**src/rtl/pvm_pkg.sv**
```systemverilog
// ---------------------------------------------------------------------------
// PCM voice mixer package
// Field widths, action codes and mixing constants shared by the mixer files.
// ---------------------------------------------------------------------------
`timescale 1ns / 1ps

package pvm_pkg;

    localparam int ACT_W       = 3;
    localparam int SID_W       = 8;
    localparam int ADDR_IN_W   = 16;
    localparam int LEN_W       = 17;
    localparam int BYTE_W      = 8;
    localparam int MIX_W       = 8;
    localparam int VOICE_OUT_W = 2;
    localparam int IN_TDATA_W  = 56;
    localparam int OUT_TDATA_W = 16;
    localparam int MIX_TERM_W  = 10;

    localparam int PCM_BIAS = 'h80;
    localparam int MIX_MAX  = 'h7f;
    localparam int MIX_MIN  = -'h7f;

    typedef enum logic [ACT_W-1:0] {
        ACT_TICK     = 3'd0,
        ACT_PLAY     = 3'd1,
        ACT_STOP_ID  = 3'd2,
        ACT_STOP_ALL = 3'd3,
        ACT_WRITE    = 3'd4
    } pvm_action_t;

endpackage

```
**src/rtl/pvm_addr_mod.sv**
```systemverilog
// ---------------------------------------------------------------------------
// PCM voice mixer address reduction
// Reduces a 16-bit address modulo the sample memory depth by reciprocal
// multiplication and one correcting subtract, or by truncation on the fast path.
// ---------------------------------------------------------------------------
`timescale 1ns / 1ps

module pvm_addr_mod
    import pvm_pkg::*;
#(
    parameter int SAMPLE_DEPTH = 65536
)
(
    input  logic                             clk,
    input  logic                             rst_n,
    input  logic                             start,
    input  logic [ADDR_IN_W-1:0]             addr_in,
    output logic                             done,
    output logic [$clog2(SAMPLE_DEPTH)-1:0]  addr_mod
);

    localparam int AW     = $clog2(SAMPLE_DEPTH);
    localparam int RCP_W  = 25;
    localparam int PROD_W = ADDR_IN_W + RCP_W;
    localparam int QUO_W  = 8;
    localparam int QD_W   = 24;
    // Power-of-two depths truncate; depths above the address range pass through
    localparam bit FAST   = ((SAMPLE_DEPTH & (SAMPLE_DEPTH - 1)) == 0) ||
                            (SAMPLE_DEPTH > 65535);
    // Depth reciprocal scaled by 2^32: the quotient it gives is exact or one short
    localparam longint unsigned     RCP_L   = (64'd1 << 32) / SAMPLE_DEPTH;
    localparam logic [RCP_W-1:0]    RCP_C   = RCP_W'(RCP_L);
    localparam logic [QD_W-1:0]     DEPTH_Q = QD_W'(SAMPLE_DEPTH);

    logic [AW-1:0]        rem_reg,  rem_next;
    logic [ADDR_IN_W-1:0] hold_reg, hold_next;
    logic [QUO_W-1:0]     quo_reg,  quo_next;
    logic                 busy_reg, busy_next;
    logic                 done_reg, done_next;
    logic [PROD_W-1:0]    prod;
    logic [QD_W-1:0]      part;
    logic [QD_W-1:0]      diff;

    always_comb
    begin
        rem_next  = rem_reg;
        hold_next = hold_reg;
        quo_next  = quo_reg;
        busy_next = busy_reg;
        done_next = done_reg;
        prod      = PROD_W'(addr_in) * PROD_W'(RCP_C);
        part      = QD_W'(quo_reg) * DEPTH_Q;
        diff      = QD_W'(hold_reg) - part;
        if (start)
        begin
            if (FAST)
            begin
                rem_next  = AW'(addr_in);
                done_next = 1'b1;
            end
            else
            begin
                hold_next = addr_in;
                quo_next  = prod[32 +: QUO_W];
                busy_next = 1'b1;
                done_next = 1'b0;
            end
        end
        else if (busy_reg)
        begin
            // Remainder lies below twice the depth: subtract the depth once if it fits
            if (diff >= DEPTH_Q)
                rem_next = AW'(diff - DEPTH_Q);
            else
                rem_next = AW'(diff);
            busy_next = 1'b0;
            done_next = 1'b1;
        end
    end

    always_ff @(posedge clk or negedge rst_n)
    begin
        if (!rst_n)
        begin
            busy_reg <= 1'b0;
            done_reg <= 1'b0;
        end
        else
        begin
            busy_reg <= busy_next;
            done_reg <= done_next;
        end
    end

    always_ff @(posedge clk)
    begin
        rem_reg  <= rem_next;
        hold_reg <= hold_next;
        quo_reg  <= quo_next;
    end

    assign done     = done_reg;
    assign addr_mod = rem_reg;

endmodule

```
**config.mk**
```make
export PLATFORM = sky130hd
export DESIGN_NAME = pvm_addr_mod
export DESIGN_NICKNAME = d
export VERILOG_FILES = /design/src/rtl/pvm_pkg.sv /design/src/rtl/pvm_addr_mod.sv
export SDC_FILE = /design/constraint.sdc
export NUM_CORES = 1
export LEC_CHECK = 0
export BUFFER_PORTS_ARGS = -buffer_cell sky130_fd_sc_hd__buf_2
export CAP_MARGIN = 15
export CORE_UTILIZATION = 34
export DETAILED_ROUTE_END_ITERATION = 10
export PLACE_DENSITY = 0.71
export SYNTH_ARGS = -nofsm -noshare
export SYNTH_HDL_FRONTEND = slang
export SYNTH_SLANG_ARGS = --single-unit
```
**constraint.sdc**
```tcl
create_clock -name clk -period 0.8 [get_ports clk]
set_input_delay 0.12 -clock clk [delete_from_list [all_inputs] [get_ports clk]]
set_output_delay 0.12 -clock clk [all_outputs]
set_load 0.01 [all_outputs]
```
After elaboration in Yosys (flattened, before gate mapping)
Cells that the tools add are included.
- register bits after elaboration: 17
- input bits: 19
- output and inout bits: 17
- word-level logic and storage cells: 4
- mux-type cells: 2
- operators with widths (operator ; number):
    $mux 16 ; 1
    $mux 1 ; 1

Longest topological paths before layout
Gate-level depths: netlist of the first run.
- depth after elaboration: 1
- mapped depth: 1
- gate-level depth less buffers: 1

Least setup slack after synthesis of the first run
No wires, ideal clock.
- kind: register -> register
- start: reg done (netlist name)
- end: reg done_reg, in the netlist done
- library setup time: 0.124 ns
- arrival: 0.607 ns
- data required time: 0.676 ns
- path slack: 0.069 ns
- cell stages (with the launch flop): 2
- path buffers: 0
- period minus slack after synthesis: 0.731 ns
- path through: dfrtp_1 > or2_1
- RTL lines (what ; line ; text):
    end signal: assignment ; pvm_addr_mod.sv:91 ; done_reg <= done_next;
    end: declaration ; pvm_addr_mod.sv:39 ; logic done_reg, done_next;

Worst setup path after layout of the first run
- start: reg rem_reg[4], in the netlist addr_mod[4]
- end: out addr_mod[4]
- RTL lines (what ; line ; text):
    start: declaration ; pvm_addr_mod.sv:35 ; logic [AW-1:0] rem_reg, rem_next;
    start signal: assignment ; pvm_addr_mod.sv:97 ; rem_reg <= rem_next;
    end: declaration ; pvm_addr_mod.sv:19 ; output logic [$clog2(SAMPLE_DEPTH)-1:0] addr_mod
No word-level cell between the ends.

==> run summary, run 1 <==
CP Class -> register to output pin
Largest cells by area after synthesis -> edfxtp_1, dfrtp_1, or2_1
DR pass1 iterations -> 2
Sequential cell area -> 505 um^2
Post-Syn Area -> 512 um^2
DRC viols -> 0
DP Area -> 706 um^2
CP required -> 0.68 ns
RSZ-0062 raised after global routing -> true
Peak Freq -> 1070 MHz
Worst slew pin tran -> 0.356 ns
Min-delay worst type -> input port to register
Final net count -> 86
Commonest non-fill, non-tap cells in the layout -> buf_2, edfxtp_1, dlygate4sd3_1, clkbuf_4
Placed Cells -> 68
WL met1 -> 316 um
Max reg flops -> 16
Die width -> 40.8 um
Largest net degree at the start of global routing -> 18
Port Buffers -> 35
Synth cell types -> 3
Area share of the largest cell type after synthesis -> 93.9%
Slowest cell on crit path -> edfxtp_1
Core box area -> 1350 um^2
CTS Buf Count -> 3
Initial antenna violation count -> 0
CP max stage delay -> 0.38 ns
DR vias/cell -> 4.27
Endpoint type of the worst setup path -> output pin
Level count of the clock H-tree -> 1
Syn nets -> 37
Starting Density -> 37.9%
Final setup viols -> 17
Insertion delay to the later sink of the worst-skew pair -> 0.27 ns
Root buf cell -> clkbuf_4
Avg Inst Size Synth -> 28.4 um^2
Max-cap violations -> 0
CTS tree -> yes
Final hold viol count -> 0
Leakage -> 0.354 nW
Worst-path fanout max -> 1
Yosys warns -> 0
Hold WS -> 0.0173 ns
N_diodes -> 0
Period minus WS final -> 0.931 ns
WL met3 -> 93 um
Post-layout instance area -> 822 um^2
Leading area contributor after synthesis -> edfxtp_1
CTS resizes -> 0
Final Max Tran Viols -> 0
Core Util, Final -> 60.9%
#FFs+latches synth -> 17
Worst-case reg-to-reg path depth -> 1
Area occupied by multi-input gates -> 6.26 um^2
Ports -> 36
Final setup skew -> 0 ns
Register area share after synthesis -> 98.8%
Vias in the first global route -> 261
Setup bufs post-CTS -> 0
Clk sinks -> 17
Via count -> 346
Worst Hold Depth -> 1
Rel. slew slack -> 76.3%
Die area -> 1660 um^2
Share of cells above drive strength 1 -> 57.6%
Area growth, synth to finish -> 60.6%
Filler instances -> 115
Die H -> 40.8 um
Failing checks -> negative setup slack
Post-synthesis cell count -> 18
Met2 Wirelength -> 478 um
Peak VDD IR -> 972 uV
CP startpoint kind -> register
Clock Pin Slew Worst Setup and Hold Paths -> 0.09 ns
DR top layer -> met4
Final WL -> 896 um
Post-route setup slack -> -0.131 ns
Global-route wire length before repair -> 1010 um
Setup WS pre-CTS -> 0.0209 ns
Finished Layout Cells -> 81
Tot GR Track Use -> 10.4%
WL/cell -> 11.1 um
Clk buf depth -> 2
Routability congestion estimate -> 0.635
Crit share post-route -> 116%
Commonest non-fill, non-tap cell in the layout -> buf_2
Bufs and invs on worst path -> 1
Total grt overflow -> 0
CP top delay family -> flip-flops
CP arrival -> 0.81 ns
Routed Antenna Nets -> 0
Pwr dens -> 2030 nW/um^2
Row count -> 13
Critical Path, Cell by Cell -> buf_2
Levels on crit path -> 1
DR iter-0 viols -> 2
Outcome -> finished with violations
[cell usage after synthesis, drive strengths merged]
library cell and number:
or2 1, edfxtp 16, dfrtp 1
[power breakdown]
group / internal [mW] / switching, mW / leakage (nW)
clock network: 0.193 / 0.231 / 0.0150
registers: 1.04 / 0.0132 / 0.165
logic: 0.0999 / 0.0849 / 0.174
total: 1.34 / 0.329 / 0.354
[metal layers]
metal	vias up	global-route usage [%]
met2	24	16.8
met5	-	0
met4	0	5.00
met3	2	4.89
met1	154	11.3
li1	166	-
[logic make-up after synthesis]
kind of cell     count (synthesis)  synth area share, %
and+or+nand+nor                  1                 1.22
DFF                             17                 98.8
[final cells by class]
class | count | share of cell area (%)
repair buffers | 44 | 32.3
clock buffers | 4 | 3.20
multi-input cells | 1 | 0.761
flip-flops and latches | 17 | 61.5
well taps | 15 | 2.28
[metrics by stage]
stage / TNS, ns / power, mW
6_report: -1.77 / 1.67
5_1_grt: -2.50 / 1.75
4_1_cts: -1.99 / 1.66
3_5_place_dp: 0 / 1.23
3_3_place_gp: 0 / 1.23
2_1_floorplan: 0 / 1.12
[repair_timing]
action / CTS / global route
endpoints found under the hold margin: 1 / 8
endpoints found under the setup margin: 17 / 17
gates cloned: 0 / 0
hold buffers: 1 / 8
[worst paths after layout]
check	from	end	slack (ns)
min reg2reg	done	done	0.47
max reg2reg	done	done	0.09
min in group asynchronous	rst_n	done	0.13
min	addr_in[15]	addr_mod[15]	0.02
max in group asynchronous	rst_n	done	0.59
max	addr_mod[4]	addr_mod[4]	-0.13
Note: power is estimated with default switching activity, not from simulation.
==> run 2, diff against run 1 <==
==> constraint.sdc (replaced) <==
create_clock -name clk -period 0.8 [get_ports clk]
set_input_delay 0.04 -clock clk [delete_from_list [all_inputs] [get_ports clk]]
set_output_delay 0.04 -clock clk [all_outputs]
set_load 0.01 [all_outputs]
==> run summary, run 2 (synthesis gave the netlist of run 1 again) <==
Levels on crit path -> 1 (unchanged)
Total grt overflow -> 0 (unchanged)
Max-cap violations -> 0 (unchanged)
Clk buf depth -> 2 (unchanged)
Core Util, Final -> 66.8% (+5.9 points)
Final TNS setup -> -0.411 ns (+1.36 ns)
Core box area -> 1350 um^2 (unchanged)
Peak VDD IR -> 1110 uV (+14%)
Final WL -> 961 um (+7.3%)
Worst slew pin tran -> 0.347 ns (-0.00890 ns)
Final net count -> 94 (+9.3%)
Setup WS pre-CTS -> 0.0942 ns (+0.0733 ns)
DR vias/cell -> 4.10 (-4.0%)
Commonest non-fill, non-tap cell in the layout -> buf_2
Final hold viol count -> 0 (unchanged)
Int Power -> 1.36 mW (+1.9%)
Worst Setup EP -> addr_mod[9]
Global-route wire length before repair -> 1320 um (+31%)
FF-to-FF setup slack -> 0.08 ns (about the same)
Share of cells above drive strength 1 -> 51.4% (-6.2 points)
Min-delay worst type -> input port to async pin
CP max stage delay -> 0.38 ns (about the same)
Switching share of power -> 19.6% (-0.13 points)
CP Class -> register to output pin
Setup bufs post-CTS -> 0 (unchanged)
Met2 Wirelength -> 528 um (+10%)
Peak Freq -> 1180 MHz (+10%)
Vias in the first global route -> 348 (+33%)
Final setup skew -> 0 ns (unchanged)
RSZ-0062 raised after global routing -> true
Clock power frac -> 24.9% (-0.6 points)
DR top layer -> met3
Initial antenna violation count -> 0 (unchanged)
Pwr dens -> 1880 nW/um^2 (-7.3%)
CP startpoint kind -> register
CTS tree -> yes
Root buf cell -> clkbuf_4
DR pass1 iterations -> 2 (unchanged)
Outcome -> finished with violations
Hold WS -> 0.0537 ns (+0.0363 ns)
WL met3 -> 71 um (-24%)
Leakage -> 0.388 nW (+9.4%)
Clock Pin Slew Worst Setup and Hold Paths -> 0.09 ns (about the same)
Critical Path Source -> addr_mod[9]
Slowest cell on crit path -> edfxtp_1
RR Startpoint -> done
Clk sinks -> 17 (unchanged)
Period minus WS final -> 0.846 ns (-0.0854 ns)
WL/cell -> 10.8 um (-2.4%)
N_diodes -> 0 (unchanged)
Crit share post-route -> 106% (-11 points)
Final setup viols -> 17 (unchanged)
Final Max Tran Viols -> 0 (unchanged)
Ports -> 36 (unchanged)
Part of the power in combinational logic -> 12.7% (+1.6 points)
Level count of the clock H-tree -> 1 (unchanged)
Critical Path, Cell by Cell -> buf_2
Die area -> 1660 um^2 (unchanged)
Insertion delay to the later sink of the worst-skew pair -> 0.27 ns (about the same)
CP top delay family -> flip-flops
Area growth, synth to finish -> 76.3%
Routed Antenna Nets -> 0 (unchanged)
Failing checks -> negative setup slack
Starting Density -> 37.9% (unchanged)
Row count -> 13 (unchanged)
Max reg flops -> 16 (unchanged)
Largest net degree at the start of global routing -> 18 (unchanged)
Bufs and invs on worst path -> 1 (unchanged)
Rel. slew slack -> 76.9% (+0.59 points)
CP arrival -> 0.81 ns (about the same)
R2r endpoint -> done
CP required -> 0.76 ns (+0.08 ns)
DR iter-0 viols -> 1 (-1)
Die width -> 40.8 um (unchanged)
P_sw -> 0.333 mW (+1.1%)
CTS Buf Count -> 3 (unchanged)
Worst-path fanout max -> 1 (unchanged)
Sequential share of power -> 62.4% (-1.1 points)
Worst-case reg-to-reg path depth -> 1 (unchanged)
Post-route setup slack -> -0.0458 ns (+0.0854 ns)
DRC viols -> 0 (unchanged)
Tot GR Track Use -> 13.3% (+3.0 points)
WL met1 -> 361 um (+14%)
Routability congestion estimate -> 0.623 (-1.9%)
Die H -> 40.8 um (unchanged)
Commonest non-fill, non-tap cells in the layout -> buf_2, dlygate4sd3_1, edfxtp_1, clkbuf_4
Endpoint type of the worst setup path -> output pin
Via count -> 365 (+5.5%)
Port Buffers -> 35 (unchanged)
run 2: cell types whose count changed in the layout (fill, tap and decap cells not counted):
cell and delta:
dlygate4sd3_1 +8
run 2: what timing repair did:
action                                  CTS  global route
gates resized for setup                   0             0
endpoints found under the setup margin   17            17
hold buffers                             17             0
hold endpoints to repair                 17             0
pin swaps                                 0             0
run 2: area by class of cell:
class / count / area (um^2)
clock buffers: 4 / 26.3
fillers: 100 / 448
multi-input cells: 1 / 6.26
flip-flops and latches: 17 / 505
well taps: 15 / 18.8
repair buffers: 52 / 345
run 2: worst min path at each step:
stage | from | endpoint | cells after the start
after floorplan | rst_n | done | 0
after global placement | rst_n | done | 1
after detailed placement | rst_n | done | 1
after CTS | rst_n | done | 2
after global routing | rst_n | done | 2
final | rst_n | done | 2
run 2: power by group through the flow:
stage / registers (mW) / logic (mW) / clock network, mW
after floorplan: 1.12 / 0.0000226 / 0
after global placement: 1.08 / 0.150 / 0
after detailed placement: 1.08 / 0.155 / 0
after CTS: 1.06 / 0.218 / 0.450
after global routing: 1.06 / 0.237 / 0.476
final: 1.06 / 0.216 / 0.422
run 2: metrics by stage:
| step | total power, mW | instances | cell area (um^2) |
|---|---|---|---|
| floorplan | 1.12 | 18 | 512 |
| global placement | 1.23 | 68 | 706 |
| detailed placement | 1.24 | 68 | 706 |
| CTS | 1.73 | 89 | 902 |
| global route | 1.78 | 89 | 902 |
| finish | 1.70 | 89 | 902 |
run 2: metal layers:
metal  GRT usage [%]  vias to the layer above
li1                -                      183
met1            13.6                      160
met2            24.2                       22
met3            4.89                        0
met4            5.00                        0
met5               0                        -
